===== src/hdl/rza_pkg.sv =====
// Shared types and constants for the rolling z-score anomaly detector.
package rza_pkg;

   // Score format: unsigned Q1.15, one extra integer bit so 1.0 fits
   localparam int SCORE_W    = 16;
   localparam int SCORE_FRAC = 15;
   localparam int NUM_LANES  = 3;
   localparam int ZFS_W      = 4;
   localparam int ZFS_SQ_W   = 2 * ZFS_W;
   localparam logic [ZFS_W-1:0] ZFS_RESET = 4'd3;
   localparam logic [SCORE_W-1:0] SCORE_ONE = 16'h8000;

   // Operation a lane performs in the current cycle
   typedef enum logic [2:0] {
      LN_NOP,
      LN_CLEAR,
      LN_ACC,
      LN_PREP1,
      LN_PREP2,
      LN_PREP3,
      LN_SEARCH
   } lane_op_type;

   typedef logic [SCORE_W-1:0] score_type;

endpackage


===== src/hdl/rza_lane.sv =====
// One dimension lane: window statistics and bit-serial score search.
module rza_lane #(
   parameter int SAMPLE_BITS = 16,
   parameter int PAST_WINDOW = 5,
   localparam int CNT_W = $clog2(PAST_WINDOW + 2)
) (
   input  logic                          clock,
   input  rza_pkg::lane_op_type          lane_op,
   input  logic signed [SAMPLE_BITS-1:0] sample,
   input  logic [CNT_W-1:0]              count,
   input  logic [rza_pkg::ZFS_SQ_W-1:0]  zfs_sq,
   output rza_pkg::score_type            score
);

   localparam int SUM_W = SAMPLE_BITS + CNT_W;
   localparam int SQ_W  = 2 * SAMPLE_BITS;
   localparam int Q_W   = SQ_W + CNT_W;
   localparam int NQ_W  = Q_W + CNT_W;
   localparam int S2_W  = 2 * SUM_W;
   localparam int D_W   = SUM_W + 1;
   localparam int D2_W  = 2 * D_W;
   localparam int A_W   = NQ_W + rza_pkg::ZFS_SQ_W;
   localparam int B_W   = D2_W + 2 * rza_pkg::SCORE_FRAC;
   localparam int T_W   = A_W + 2 * rza_pkg::SCORE_W;
   localparam int P_W   = (T_W > B_W ? T_W : B_W) + 2;

   logic signed [SUM_W-1:0]       s_sum_ff;
   logic [Q_W-1:0]                q_sum_ff;
   logic signed [SAMPLE_BITS-1:0] last_ff;
   logic [S2_W-1:0]               s2_ff;
   logic [NQ_W-1:0]               nq_ff;
   logic signed [D_W-1:0]         d_ff;
   logic [NQ_W-1:0]               v_ff;
   logic [D2_W-1:0]               d2_ff;
   logic [P_W-1:0]                b_ff;
   logic [P_W-1:0]                p_ff;
   logic [P_W-1:0]                f_ff;
   logic [P_W-1:0]                e_ff;
   logic                          vzero_ff;
   logic                          first_ff;
   logic                          sat_ff;
   rza_pkg::score_type            s_ff;

   logic signed [SQ_W-1:0]  sq_w;
   logic signed [S2_W-1:0]  s2_w;
   logic signed [D_W-1:0]   nx_w;
   logic signed [D_W-1:0]   d_w;
   logic [D_W-1:0]          dabs_w;
   logic [A_W-1:0]          a_w;
   logic [P_W-1:0]          cand_w;
   logic                    take_w;

   // Arithmetic feeding the per-phase registers
   assign sq_w   = sample * sample;
   assign s2_w   = S2_W'(s_sum_ff) * S2_W'(s_sum_ff);
   assign nx_w   = D_W'(last_ff) * signed'(D_W'(count));
   assign d_w    = nx_w - D_W'(s_sum_ff);
   assign dabs_w = d_ff[D_W-1] ? D_W'(-d_ff) : D_W'(d_ff);
   assign a_w    = A_W'(v_ff) * A_W'(zfs_sq);

   // Candidate (s + 2^k)^2 * A built from running terms
   assign cand_w = p_ff + f_ff + e_ff;
   assign take_w = (cand_w <= b_ff) && !sat_ff;

   always_ff @(posedge clock) begin
      unique case (lane_op)
         rza_pkg::LN_CLEAR: begin
            s_sum_ff <= '0;
            q_sum_ff <= '0;
         end
         rza_pkg::LN_ACC: begin
            s_sum_ff <= s_sum_ff + SUM_W'(sample);
            q_sum_ff <= q_sum_ff + Q_W'($unsigned(sq_w));
            last_ff  <= sample;
         end
         rza_pkg::LN_PREP1: begin
            s2_ff <= $unsigned(s2_w);
            nq_ff <= NQ_W'(q_sum_ff) * NQ_W'(count);
            d_ff  <= d_w;
         end
         rza_pkg::LN_PREP2: begin
            v_ff  <= nq_ff - NQ_W'(s2_ff);
            d2_ff <= D2_W'(dabs_w) * D2_W'(dabs_w);
         end
         rza_pkg::LN_PREP3: begin
            b_ff     <= P_W'(d2_ff) << (2 * rza_pkg::SCORE_FRAC);
            e_ff     <= P_W'(a_w) << (2 * (rza_pkg::SCORE_W - 1));
            vzero_ff <= (v_ff == '0);
            p_ff     <= '0;
            f_ff     <= '0;
            s_ff     <= '0;
            first_ff <= 1'b1;
            sat_ff   <= 1'b0;
         end
         rza_pkg::LN_SEARCH: begin
            // one score bit per step, MSB first; top bit saturates the rest
            if (take_w) begin
               p_ff <= cand_w;
               f_ff <= (f_ff >> 1) + e_ff;
            end else begin
               f_ff <= f_ff >> 1;
            end
            e_ff     <= e_ff >> 2;
            s_ff     <= {s_ff[rza_pkg::SCORE_W-2:0], take_w};
            sat_ff   <= sat_ff | (first_ff & take_w);
            first_ff <= 1'b0;
         end
         default: begin
         end
      endcase
   end

   assign score = vzero_ff ? '0 : s_ff;

endmodule


===== config.mk =====
export PLATFORM = sky130hd
export DESIGN_NAME = rza_lane
export DESIGN_NICKNAME = d
export VERILOG_FILES = /design/src/hdl/rza_pkg.sv /design/src/hdl/rza_lane.sv
export SDC_FILE = /design/constraint.sdc
export NUM_CORES = 2
export LEC_CHECK = 0
export BUFFER_PORTS_ARGS = -buffer_cell sky130_fd_sc_hd__buf_2
export CAP_MARGIN = 25
export CORE_AREA = 2 2 355 428
export CTS_CLUSTER_SIZE = 30
export DETAILED_ROUTE_END_ITERATION = 10
export DIE_AREA = 0 0 357 430
export HOLD_SLACK_MARGIN = 0.15
export MAX_ROUTING_LAYER = met4
export PLACE_DENSITY = 0.66
export SLEW_MARGIN = 20
export SYNTH_ARGS = -nofsm -noshare
export SYNTH_HDL_FRONTEND = slang
export SYNTH_SLANG_ARGS = --single-unit

===== constraint.sdc =====
create_clock -name clock -period 16.35 [get_ports clock]
set_clock_uncertainty 0.15 [all_clocks]
set_input_delay 0.8175 -clock clock [delete_from_list [all_inputs] [get_ports clock]]
set_output_delay 0.8175 -clock clock [all_outputs]
set_load 0.01 [all_outputs]

==> results by group <==
Detailed routing
  • DRC Markers: 0
  • Drt via density: approximately 5.7
  • DR vias: 60,370
  • Antenna Violating Nets Remaining: 0
  • Wirelength per Cell: between 20 and 25 µm
  • Drt first pass iters: 6
  • Drt first-iter violations: roughly 3,500
  • Final WL: 216,000 µm

Synth
  • EDFF count, synth: 536
  • Register area share after synthesis: between 10% and 20%
  • Synth top area share: 29.8%
  • Synthesized area per cell: 9.39 µm²
  • Dominant cells by area after synthesis: fa_1 (30%), edfxtp_1 (20%), ha_1 (12%)
  • Cell variety after synth: around 80
  • Post-Syn Area: 81,800 µm²
  • Synth warnings: 0
  • Asr flop ratio synth: 0%
  • Post-Synthesis Cells: just under 9,000
  • Most area-hungry cell type in the Yosys netlist: fa_1
  • Flops & latches, synth: between 500 and 600
  • Post-synth top flop: edfxtp_1

Clock tree
  • Reg clk slew, reported paths: approximately 0.06 ns
  • TritonCTS clock tree: done
  • Post-CTS setup buffers: 0
  • # hold bufs at CTS: 0
  • H-tree lvl count: 2
  • # clock sinks: about 540
  • Clk Latency, worst-skew pair: 0.67 ns
  • Root buf cell: clkbuf_16
  • Post-CTS sizing: 0
  • CTS buffer count: 59
  • Clock Tree Buf Depth: 3

Hold path
  • Hold path depth: 0
  • Hold Crit Start: d2_ff[38]
  • Hold Crit Class: reg -> reg
  • Hold Path End: b_ff[68]

Floorplanning
  • Cell Rows: about 160
  • Horiz. Die Dim: approximately 360 µm
  • Core area: around 150,000 µm²
  • Die Y-Extent: 430 µm
  • Starting Density: 54.7%
  • Boundary Pins: 47
  • Die area: about 150,000 µm²

Cells and area
  • Antenna cell count: 0
  • Nets: between 10,000 and 15,000
  • Layout cell share with drive strength beyond 1: 3.03%
  • Synthesis-to-finish area growth: 4.83%

STA
  • Max-slew headroom: a little under a third
  • RSZ-0062 raised after global routing: false
  • Fin. max-slew vios: 0
  • Fin crit period: around 11 ns
  • Least-Margin Pin Slew: 1.02 ns
  • Count of final setup violators: 0
  • Hold Slack: 0.246 ns
  • Final Cycle Share: roughly 65%
  • Fmax: 93.6 MHz
  • Final hold violation count: 0
  • Setup TNS: 0 ns

Worst setup path
  • Crit. End Element: flip-flop
  • CP max stage cell: or4b_2
  • Worst r2r dst: p_ff[54]
  • CP Class: reg -> reg
  • WP data required: 16.53 ns
  • RR Startpoint: f_ff[9]
  • CP max FO: 47
  • Critical Path Most Common Cell: o21ai_0
  • Crit-path max cell delay: about 1.0 ns
  • Crit path launch: f_ff[9]
  • Worst reg2reg path depth: 29
  • Critical path arrival: between 10 and 15 ns
  • Startpoint Class: flip-flop
  • R2R setup slack: around 5.7 ns

Place
  • Final HPWL DP: roughly 180,000 µm
  • GPL Wtd Cong: approximately 0.99
  • Port Buf Inserts: 46

Global route
  • Grt total ovfl: 0
  • Pin count of the biggest net entering global routing: 78
  • Total GRT Usage: approximately 30%
  • Initial antenna violation count: 1
  • Global-route wire length before repair: about 350,000 µm
  • Vias in the first global route: 64,899

Job
  • Max_cap viols: 0

Run status
  • Outcome: finished clean
-- cell type report --
cell class | instances | area (µm²)
fillers | 13367 | 63800
flip-flops and latches | 536 | 16100
clock buffers | 73 | 1530
repair buffers | 101 | 708
clock inverters | 35 | 319
well taps | 1975 | 2470
multi-input cells | 6288 | 58600
inverters | 1585 | 5950
-- cell usage after synthesis (all sizes together) (23+ instances only) --
| library cell | n |
|---|---|
| buf | 29 |
| nand2b | 67 |
| o21a | 54 |
| a31o | 23 |
| or3 | 30 |
| xor2 | 137 |
| o21ai | 297 |
| and2 | 315 |
| nor2 | 559 |
| inv | 1575 |
| edfxtp | 536 |
| nand4 | 81 |
| clkbuf | 283 |
| a21o | 242 |
| o211ai | 43 |
| a21oi | 453 |
| nor2b | 72 |
| a211oi | 47 |
| nand2 | 855 |
| and3 | 35 |
| a31oi | 42 |
| nand3 | 116 |
| nor4 | 34 |
| o21bai | 83 |
| o31ai | 52 |
| xnor2 | 296 |
| ha | 783 |
| fa | 1216 |
| nor3 | 88 |
-- kinds of logic (layout without fill, tap and decap cells) --
family,after synthesis,in the layout,synth area share [%]
XOR/XNOR,433,433,4.64
buffers and inverters,1897,1794,8.73
other,2,16,0.00919
AO/OA/AOI/OAI,1487,1487,11.6
AND/OR/NAND/NOR,2335,2335,13.4
adder cells (fa/ha/maj),1999,1999,41.8
multiplexers,18,18,0.230
flip-flops,536,536,19.7
-- routing by layer --
layer | routed length (µm) | up-vias | share of wire [%] | track usage [%]
li1 | - | 28049 | - | -
met1 | 81000 | 30124 | 38 | 33.1
met2 | 110000 | 1623 | 51 | 52.1
met3 | 9340 | 574 | 4.3 | 3.02
met4 | 15400 | 0 | 7.2 | 16.8
met5 | 0 | - | 0 | -
-- cells in the final DEF (no fill, tap or decap), types with 30 or more instances in the layout --
master	count
a21oi_1	453
nand3_1	116
clkbuf_16	59
a211oi_1	47
nor3_1	88
buf_4	48
o21ai_0	297
and3_1	35
fa_1	1216
nor2b_1	71
buf_2	46
a21o_1	241
or3_1	30
o31ai_1	52
and2_1	315
o211ai_1	43
o21bai_1	83
a31oi_1	42
o21a_1	54
nor4_1	34
xor2_1	137
ha_1	783
xnor2_1	294
inv_1	1571
nand2_1	855
nor2_1	558
edfxtp_1	536
nand2b_1	67
nand4_1	81
-- worst max-delay path: cells and delay by family (launching register included) --
family	cells	cell delay [ns]
XOR/XNOR	1	0.16
flip-flops	1	0.45
AO/OA/AOI/OAI	13	3.77
AND/OR/NAND/NOR	10	3.93
buffers and inverters	2	0.58
adder cells (fa/ha/maj)	3	1.24
-- flip-flops by register name, indices dropped and copies added (netlist names) --
| name | flops |
|---|---|
| b_ff | 39 |
| d2_ff | 39 |
| d_ff | 20 |
| e_ff | 76 |
| f_ff | 80 |
| first_ff | 1 |
| last_ff | 16 |
| nq_ff | 38 |
| p_ff | 80 |
| q_sum_ff | 35 |
| s2_ff | 37 |
| s_ff | 16 |
| s_sum_ff | 19 |
| sat_ff | 1 |
| v_ff | 38 |
| vzero_ff | 1 |
-- how the worst max path moves through the flow --
stage / to / slack (ns)
after floorplan: e_ff[0] / 6.82
after global placement: d2_ff[39] / 5.72
after detailed placement: d2_ff[39] / 5.57
after CTS: d2_ff[39] / 5.51
after global routing: d2_ff[39] / 4.96
final: p_ff[54] / 5.66
-- metrics by stage --
stage	instances	util, %	instance area, µm²	setup slack [ns]
after floorplan	8721	-	81800	6.82
after global placement	10478	56.0	83700	5.72
after detailed placement	10480	56.0	83800	5.57
after CTS	10588	57.3	85600	5.51
after global routing	10593	57.3	85700	4.96
final	10593	57.3	85700	5.66
Power is not shown: default switching activity piles up to over one toggle a cycle in this logic, so the estimate is an artifact.
