===== src/hdl/rza_pkg.sv =====
// Shared types and constants for the rolling z-score anomaly detector.
package rza_pkg;

   // Score format: unsigned Q1.15, one extra integer bit so 1.0 fits
   localparam int SCORE_W    = 16;
   localparam int SCORE_FRAC = 15;
   localparam int NUM_LANES  = 3;
   localparam int ZFS_W      = 4;
   localparam int ZFS_SQ_W   = 2 * ZFS_W;
   localparam logic [ZFS_W-1:0] ZFS_RESET = 4'd3;
   localparam logic [SCORE_W-1:0] SCORE_ONE = 16'h8000;

   // Operation a lane performs in the current cycle
   typedef enum logic [2:0] {
      LN_NOP,
      LN_CLEAR,
      LN_ACC,
      LN_PREP1,
      LN_PREP2,
      LN_PREP3,
      LN_SEARCH
   } lane_op_type;

   typedef logic [SCORE_W-1:0] score_type;

endpackage


===== src/hdl/rza_merge.sv =====
// Merge stage: largest lane score, zeroed for short runs.
module rza_merge (
   input  logic               clock,
   input  logic               load,
   input  rza_pkg::score_type lane_score [rza_pkg::NUM_LANES],
   input  logic               short_run,
   output rza_pkg::score_type best
);

   rza_pkg::score_type best_ff;
   rza_pkg::score_type max_w;

   // running maximum over the lanes
   always_comb begin
      max_w = '0;
      for (int i = 0; i < rza_pkg::NUM_LANES; i++) begin
         if (lane_score[i] > max_w) begin
            max_w = lane_score[i];
         end
      end
   end

   always_ff @(posedge clock) begin
      if (load) begin
         best_ff <= short_run ? '0 : max_w;
      end
   end

   assign best = best_ff;

endmodule

===== config.mk =====
export PLATFORM = sky130hd
export DESIGN_NAME = rza_merge
export DESIGN_NICKNAME = d
export VERILOG_FILES = /design/src/hdl/rza_pkg.sv /design/src/hdl/rza_merge.sv
export SDC_FILE = /design/constraint.sdc
export NUM_CORES = 1
export LEC_CHECK = 0
export BUFFER_PORTS_ARGS = -buffer_cell sky130_fd_sc_hd__buf_2
export CAP_MARGIN = 20
export CORE_MARGIN = 8
export CORE_UTILIZATION = 53
export DETAILED_ROUTE_END_ITERATION = 7
export GPL_TIMING_DRIVEN = 0
export PLACE_DENSITY = 0.89
export SKIP_CTS_REPAIR_TIMING = 1
export SYNTH_ARGS = -nofsm -noshare
export SYNTH_HDL_FRONTEND = slang
export SYNTH_SLANG_ARGS = --single-unit

===== constraint.sdc =====
create_clock -name clock -period 5.2 [get_ports clock]
set_input_delay 1.04 -clock clock [delete_from_list [all_inputs] [get_ports clock]]
set_output_delay 1.04 -clock clock [all_outputs]
set_load 0.01 [all_outputs]

==> impl_metrics.env, run 1 <==
export IMPL_fin_hold_ws_ps=1220
export IMPL_path_cells="buf_2 > inv_1 > ha_1 > nand4_2 > o21ba_2 > buf_2 > nand3_1 > or3_1 > buf_6 > buf_12 > a311oi_4 > ha_1 > a21oi_1 > o21ai_0 > a221oi_1 > or2_2 > buf_2 > and2_1 > clkbuf_2 > buf_6 > a211oi_1"
export IMPL_ys_seq_elements=16
export IMPL_place_inst=350
export IMPL_vias=2146
export IMPL_yosysTopAreaCell="edfxtp_1"
export IMPL_synthDistinctLibCells=39
export IMPL_overflow=0
export IMPL_globalplace_congestion=0.829
export IMPL_n_antenna_cell=0
export IMPL_crit_path_end_kind="flop"
export IMPL_grt_busiest_layer="met2"
export IMPL_hpwl_um=4780
export IMPL_clkTransAtPathRegs_ps=60
export IMPL_crit_top_cell="buf_2"
export IMPL_antenna_found_initial=0
export IMPL_drt_pass1_iter_count=6
export IMPL_seqCellArea_um2=480
export IMPL_p_int_mw=0.337
export IMPL_synth_edf_count=16
export IMPL_yosysWarnings=0
export IMPL_drc=0
export IMPL_start_util=0.548
export IMPL_status="complete, no violations"
export IMPL_synthCells=235
export IMPL_grt_pass1_vias=2130
export IMPL_path_buf_inv=8
export IMPL_ys_async_sr_fraction=0
export IMPL_vias_per_cell=6.05
export IMPL_grt_max_degree=17
export IMPL_seq_power_share=0.316
export IMPL_synth_area_leaders="edfxtp_1 (22%), ha_1 (18%), a311oi_4 (9.6%), a21oi_1 (6.4%), nand4_1 (6.0%)"
export IMPL_die_x_um=80.3
export IMPL_combPwrFrac=0.516
export IMPL_finalHoldViolations=0
export IMPL_hold_path_class="in -> reg"
export IMPL_final_antenna_net_count=0
export IMPL_max_cap_viol_count=0
export IMPL_drv_slew=0
export IMPL_synth_top_cell_area_share=0.219
export IMPL_critPathLaunchType="primary input"
export IMPL_avgSynthCellArea_um2=9.33
export IMPL_totalNegativeSetupSlack_ps=0
export IMPL_core_um2=4000
export IMPL_fin_crit_sh=0.962
export IMPL_crit_arrival_ps=4960
export IMPL_fillers=319
export IMPL_peakVddDrop_uv=85.4
export IMPL_max_stage_delay_ps=390
export IMPL_max_slew_margin=0.582
export IMPL_syn2layout_area_growth_pct=21.5
export IMPL_clock_root_buffer="clkbuf_8"
export IMPL_final_util=0.666
export IMPL_fmax_mhz=200
export IMPL_num_rows=23
export IMPL_nets=390
export IMPL_hp_start="lane_score[0]"
export IMPL_port_buffers=65
export IMPL_synthesis_nets=318
export IMPL_cts_buffers=3
export IMPL_syn_area_um2=2190
export IMPL_ys_flop_type="edfxtp_1"
export IMPL_routed_wl_um=5690
export IMPL_cts_tree="yes"
export IMPL_setup_worst_path_start="lane_score[47]"
export IMPL_detail_route_iter0_violations=92
export IMPL_io_pins=67
export IMPL_die_h_um=80.3
export IMPL_multi_input_area_um2=1550
export IMPL_yosysSeqAreaShare=0.219
export IMPL_dieArea_um2=6450
export IMPL_use_met2=0.293
export IMPL_finalCriticalPeriod_ps=5000
export IMPL_crit_family="buffers and inverters"
export IMPL_grt_met1_usage=0.211
export IMPL_fin_cells=355
export IMPL_setup_violations=0
export IMPL_cts_sinks=16
export IMPL_drive_gt1_frac=0.367
export IMPL_clkPwrFrac=0.168
export IMPL_cp_required_ps=5150
export IMPL_rsz0062_at_grt="false"
export IMPL_worstMarginPinSlew_ps=623
export IMPL_htreeDepth=1
export IMPL_cp_max_fo=10
export IMPL_powerDensity_nw_per_um2=199
export IMPL_grt_usage=0.174
export IMPL_wl_per_cell_um=16.0
export IMPL_clk_path_buf_depth=2
export IMPL_p_leak_nw=1.18
export IMPL_yosysMostFrequentCell="ha_1"
export IMPL_cp_slowest_cell="or3_1"
export IMPL_met3_usage=0.0324
export IMPL_switching_share=0.365
export IMPL_synth_common_cells="ha_1 (32), a21oi_1 (28), nand4_1 (21)"
export IMPL_p_switching_mw=0.193
export IMPL_grt_first_pass_wirelength_um=9320
export IMPL_critPathKind="in -> reg"
export IMPL_largest_reg_flops=16
## layer usage
metal  wire, um  up-vias
met5          0        -
met3        507       11
met2       2780      101
met1       2300      972
li1           -     1062
met4         93        0
## power by group through the flow
stage	sequential (mW)	combinational (mW)	clock [mW]
floorplan	0.181	0.175	0
global placement	0.169	0.255	0
detailed placement	0.170	0.266	0
CTS	0.168	0.267	0.0905
global route	0.170	0.299	0.0955
finish	0.167	0.274	0.0889
## cells in the final DEF, fill, tap and decap left out, types with 2 or more instances in the layout
master / n
buf_2: 70
ha_1: 32
a21oi_1: 28
nand4_1: 21
inv_1: 19
nor2_1: 16
edfxtp_1: 16
nor3_1: 15
a211oi_2: 10
nand2_1: 8
a311oi_4: 8
clkbuf_2: 6
clkbuf_1: 6
a211oi_1: 6
nand3_1: 5
a311oi_1: 5
clkbuf_8: 3
or3_1: 2
o21ai_0: 2
nor2b_1: 2
buf_6: 2
o31ai_1: 2
buf_4: 2
## worst paths after layout
kind,to,slack (ps),cells past startpoint
max,best[5]$_SDFFCE_PP0P_,200,21
min,best[0]$_SDFFCE_PP0P_,1220,3
## cells by family after synthesis
kind of cell / count (synthesis) / share of synthesized area
and+or+nand+nor: 75 / 0.186
DFF: 16 / 0.219
adders and majority gates: 32 / 0.183
AOI/OAI and AO/OA: 72 / 0.328
buffers and inverters: 40 / 0.0844
## cell type report
cell class,count,area share
Multi-Input combinational cell,179,0.580
Inverter,19,0.0268
Sequential cell,16,0.180
Buffer,21,0.0465
Clock buffer,3,0.0155
Timing Repair Buffer,67,0.128
Tap cell,50,0.0235
## through the flow
step | power, mW | cell area, um2 | worst slack, ps
after floorplan | 0.356 | 2190 | 424
after global placement | 0.425 | 2580 | -36.3
after detailed placement | 0.436 | 2580 | -234
after CTS | 0.525 | 2620 | 43.2
after global routing | 0.564 | 2670 | 5.62
final | 0.530 | 2670 | 197
Note: power is estimated with default switching activity, not from simulation.
==> run 2: changes to the inputs <==
Settings changed: GPL_TIMING_DRIVEN 0 to unset.
==> run 2 against run 1 <==
  * Worst setup slack better by 290 ps
  * Critical endpoint is now best[15]$_SDFFCE_PP0P_
  * Global-route usage rose by 0.40 points
  * Non-clock buffer count fell by 9
==> impl_metrics.env, run 2 (synthesized netlist as in run 1, its figures left out) <==
export IMPL_finalHoldViolations=0
export IMPL_grt_first_pass_wirelength_um=9420
export IMPL_seqCellArea_um2=480
export IMPL_nets=381
export IMPL_hp_start="load"
export IMPL_cts_buffers=3
export IMPL_detail_route_iter0_violations=128
export IMPL_crit_arrival_ps=4680
export IMPL_vias_per_cell=6.27
export IMPL_syn2layout_area_growth_pct=19.1
export IMPL_htreeDepth=1
export IMPL_status="complete, no violations"
export IMPL_vias=2169
export IMPL_dieArea_um2=6450
export IMPL_clkTransAtPathRegs_ps=60
export IMPL_cts_tree="yes"
export IMPL_cts_sinks=16
export IMPL_max_slew_margin=0.627
export IMPL_max_cap_viol_count=0
export IMPL_fmax_mhz=212
export IMPL_core_um2=4000
export IMPL_fin_cells=346
export IMPL_clk_path_buf_depth=2
export IMPL_clock_root_buffer="clkbuf_8"
export IMPL_critPathKind="in -> reg"
export IMPL_die_h_um=80.3
export IMPL_grt_usage=0.178
export IMPL_n_antenna_cell=0
export IMPL_peakVddDrop_uv=81.2
export IMPL_setup_worst_path_start="lane_score[47]"
export IMPL_pre_cts_slack_ps=-18.0
export IMPL_drc=0
export IMPL_wl_per_cell_um=17.0
export IMPL_largest_reg_flops=16
export IMPL_crit_path_end_kind="flop"
export IMPL_io_pins=67
export IMPL_die_x_um=80.3
export IMPL_drt_pass1_iter_count=4
export IMPL_finalCriticalPeriod_ps=4710
export IMPL_cp_max_fo=16
export IMPL_critPathLaunchType="primary input"
export IMPL_routed_wl_um=5880
export IMPL_antenna_found_initial=0
export IMPL_globalplace_congestion=0.960
export IMPL_fillers=335
export IMPL_setup_violations=0
export IMPL_drv_slew=0
export IMPL_cp_required_ps=5170
export IMPL_port_buffers=66
export IMPL_timing_final_ws_setup_ps=487
export IMPL_final_antenna_net_count=0
export IMPL_powerDensity_nw_per_um2=201
export IMPL_overflow=0
export IMPL_num_rows=23
export IMPL_grt_max_degree=17
export IMPL_hold_path_class="in -> reg"
export IMPL_place_inst=343
export IMPL_finalPower_mw=0.525
export IMPL_layout_common_cells="buf_2 (66), ha_1 (32), a21oi_1 (28)"
export IMPL_start_util=0.548
export IMPL_worstMarginPinSlew_ps=556
export IMPL_multi_input_area_um2=1530
export IMPL_final_util=0.653
export IMPL_p_leak_nw=1.16
export IMPL_rsz0062_at_grt="false"
export IMPL_layout_commonest_cell="buf_2"
export IMPL_drive_gt1_frac=0.372
export IMPL_fin_crit_sh=0.906
export IMPL_hpwl_um=4840
export IMPL_grt_pass1_vias=2108
-- run 2: path summary, 6_finish.rpt --
kind	to	depth (start not counted)
hold / removal	best[3]$_SDFFCE_PP0P_	1
setup / recovery	best[15]$_SDFFCE_PP0P_	16
-- run 2: layout make-up --
type | instances | share of cell area
repair buffers | 79 | 0.164
flip-flops and latches | 16 | 0.184
clock buffers | 3 | 0.0158
inverters | 19 | 0.0273
multi-input cells | 179 | 0.585
well taps | 50 | 0.0239
-- run 2: per-layer routing --
metal / up-vias / track usage / part of all wire
li1: 1044 / - / -
met1: 993 / 0.218 / 0.42
met2: 123 / 0.304 / 0.47
met3: 9 / 0.0290 / 0.096
met4: 0 / 0.0655 / 0.015
met5: - / 0 / 0
-- run 2: per-stage QoR --
stage | cell area (um2) | setup TNS (ps) | hold slack (ps)
floorplan | 2190 | 0 | 1150
global placement | 2570 | 0 | 1450
detailed placement | 2570 | -18.0 | 1450
CTS | 2610 | 0 | 1220
global route | 2610 | 0 | 1240
finish | 2610 | 0 | 1220
-- run 2: worst max-delay path: stages --
cell and delay, ps:
buf_2 90, inv_1 60, ha_1 340, nand4_2 190
nor4_4 380, a21boi_4 380, or3_1 240, buf_4 200
a311oi_1 140, ha_1 340, nand4_1 160, nor4_1 350
nor3_1 100, o31ai_2 80, and2_2 440, a211oi_1 150
-- run 2: where the power goes --
| group | internal (mW) | switching [mW] |
|---|---|---|
| sequential | 0.164 | 0.00358 |
| clock | 0.0514 | 0.0391 |
| combinational | 0.115 | 0.151 |
| total | 0.331 | 0.194 |
==> run 3: changes to the inputs <==
Settings changed: CORE_UTILIZATION 53 to 50, PLACE_DENSITY 0.89 to 0.85.
==> run 3 against run 2 <==
  * Combinational power barely moved
  * Critical path type unchanged
  * Utilization fell by 4.4 points
  * Worst setup slack improved by 14 ps
  * Global-route usage fell by 0.56 points
  * Critical endpoint is now best[3]$_SDFFCE_PP0P_
  * Final area rose by 0.19%
==> impl_metrics.env, run 3 (synthesized netlist as in run 1, its figures left out) <==
export IMPL_path_cells="buf_2 > inv_1 > ha_1 > nand4_2 > nor4_4 > a21boi_4 > buf_4 > nor3_1 > a311oi_1 > ha_1 > a21oi_1 > o21ai_0 > a221oi_1 > or2_2 > and2_1 > buf_4 > a211oi_1"
export IMPL_layout_commonest_cell="buf_2"
export IMPL_fin_crit_sh=0.904
export IMPL_largest_reg_flops=16
export IMPL_antenna_found_initial=0
export IMPL_crit_path_end_kind="flop"
export IMPL_drt_pass1_iter_count=4
export IMPL_worstMarginPinSlew_ps=562
export IMPL_port_buffers=66
export IMPL_cts_buffers=3
export IMPL_setup_violations=0
export IMPL_rsz0062_at_grt="false"
export IMPL_max_slew_margin=0.622
export IMPL_status="complete, no violations"
export IMPL_vias_per_cell=6.19
export IMPL_core_um2=4290
export IMPL_io_pins=67
export IMPL_cp_required_ps=5170
export IMPL_whs_endpoint="best[14]$_SDFFCE_PP0P_"
export IMPL_grt_max_degree=17
export IMPL_die_h_um=82.2
export IMPL_drive_gt1_frac=0.367
export IMPL_overflow=0
export IMPL_path_buf_inv=4
export IMPL_powerDensity_nw_per_um2=201
export IMPL_critPathLaunchType="primary input"
export IMPL_peakVddDrop_uv=109
export IMPL_drc=0
export IMPL_fmax_mhz=213
export IMPL_cts_sinks=16
export IMPL_nets=381
export IMPL_final_antenna_net_count=0
export IMPL_critPathKind="in -> reg"
export IMPL_routed_wl_um=5830
export IMPL_p_leak_nw=1.16
export IMPL_start_util=0.511
export IMPL_drv_slew=0
export IMPL_hold_depth=1
export IMPL_clk_path_buf_depth=2
export IMPL_htreeDepth=1
export IMPL_die_x_um=82.2
export IMPL_crit_family="compound AO/OA/AOI/OAI gates"
export IMPL_setup_worst_path_start="lane_score[47]"
export IMPL_cp_slowest_cell="a311oi_1"
export IMPL_hp_start="load"
export IMPL_clkTransAtPathRegs_ps=60
export IMPL_max_stage_delay_ps=490
export IMPL_cp_max_fo=16
export IMPL_dieArea_um2=6760
export IMPL_finalHoldViolations=0
export IMPL_finalCriticalPeriod_ps=4700
export IMPL_vias=2162
export IMPL_wl_per_cell_um=16.7
export IMPL_grt_pass1_vias=2101
export IMPL_max_cap_viol_count=0
export IMPL_finalPower_mw=0.527
export IMPL_syn2layout_area_growth_pct=19.3
export IMPL_layout_common_cells="buf_2 (66), ha_1 (32), a21oi_1 (28)"
export IMPL_num_rows=24
export IMPL_grt_usage=0.172
export IMPL_hpwl_um=4840
export IMPL_totalNegativeSetupSlack_ps=0
export IMPL_crit_arrival_ps=4670
export IMPL_clock_root_buffer="clkbuf_8"
export IMPL_detail_route_iter0_violations=149
export IMPL_grt_first_pass_wirelength_um=9540
export IMPL_n_antenna_cell=0
export IMPL_hold_path_class="in -> reg"
export IMPL_globalplace_congestion=0.886
export IMPL_cts_tree="yes"
[run 3: changes by cell type in the layout (fill, tap and decap cells not counted), sizes merged]
cell and delta:
clkinv +1
[run 3: area by class of cell]
| class | instances | area (um2) |
|---|---|---|
| Fill cell | 373 | 1680 |
| Multi-Input combinational cell | 179 | 1530 |
| Sequential cell | 16 | 480 |
| Timing Repair Buffer | 79 | 428 |
| Inverter | 19 | 71.3 |
| Tap cell | 52 | 65.1 |
| Clock buffer | 3 | 41.3 |
| Clock inverter | 1 | 3.75 |
[run 3: per-layer routing]
metal | wire length, um | track usage | vias up | share of wire
li1 | - | - | 1042 | -
met1 | 2320 | 0.215 | 1024 | 0.40
met2 | 2870 | 0.295 | 89 | 0.49
met3 | 595 | 0.0379 | 7 | 0.10
met4 | 41 | 0.0386 | 0 | 0.0070
met5 | 0 | 0 | - | 0
[run 3: where the power goes]
| part | total (mW) | internal [mW] | leakage (nW) | switching [mW] |
|---|---|---|---|---|
| sequential | 0.167 | 0.164 | 0.154 | 0.00319 |
| clock | 0.0945 | 0.0524 | 0.0231 | 0.0421 |
| combinational | 0.265 | 0.115 | 0.980 | 0.151 |
[run 3: worst max path at each step]
stage                              to  slack [ps]  depth (start not counted)
3_3_place_gp    best[9]$_SDFFCE_PP0P_         360                         17
2_1_floorplan  best[14]$_SDFFCE_PP0P_         420                         20
5_1_grt         best[9]$_SDFFCE_PP0P_         250                         17
6_report        best[3]$_SDFFCE_PP0P_         500                         17
3_5_place_dp    best[3]$_SDFFCE_PP0P_         270                         17
4_1_cts         best[3]$_SDFFCE_PP0P_         540                         17
[run 3: through the flow]
stage	std cells	setup slack, ps	hold slack, ps	utilization	instance area [um2]
global placement	345	361	1450	0.599	2570
finish	349	500	1220	0.610	2620
global route	349	250	1240	0.610	2620
CTS	349	540	1220	0.610	2620
detailed placement	345	272	1450	0.599	2570
floorplan	235	424	1150	-	2190
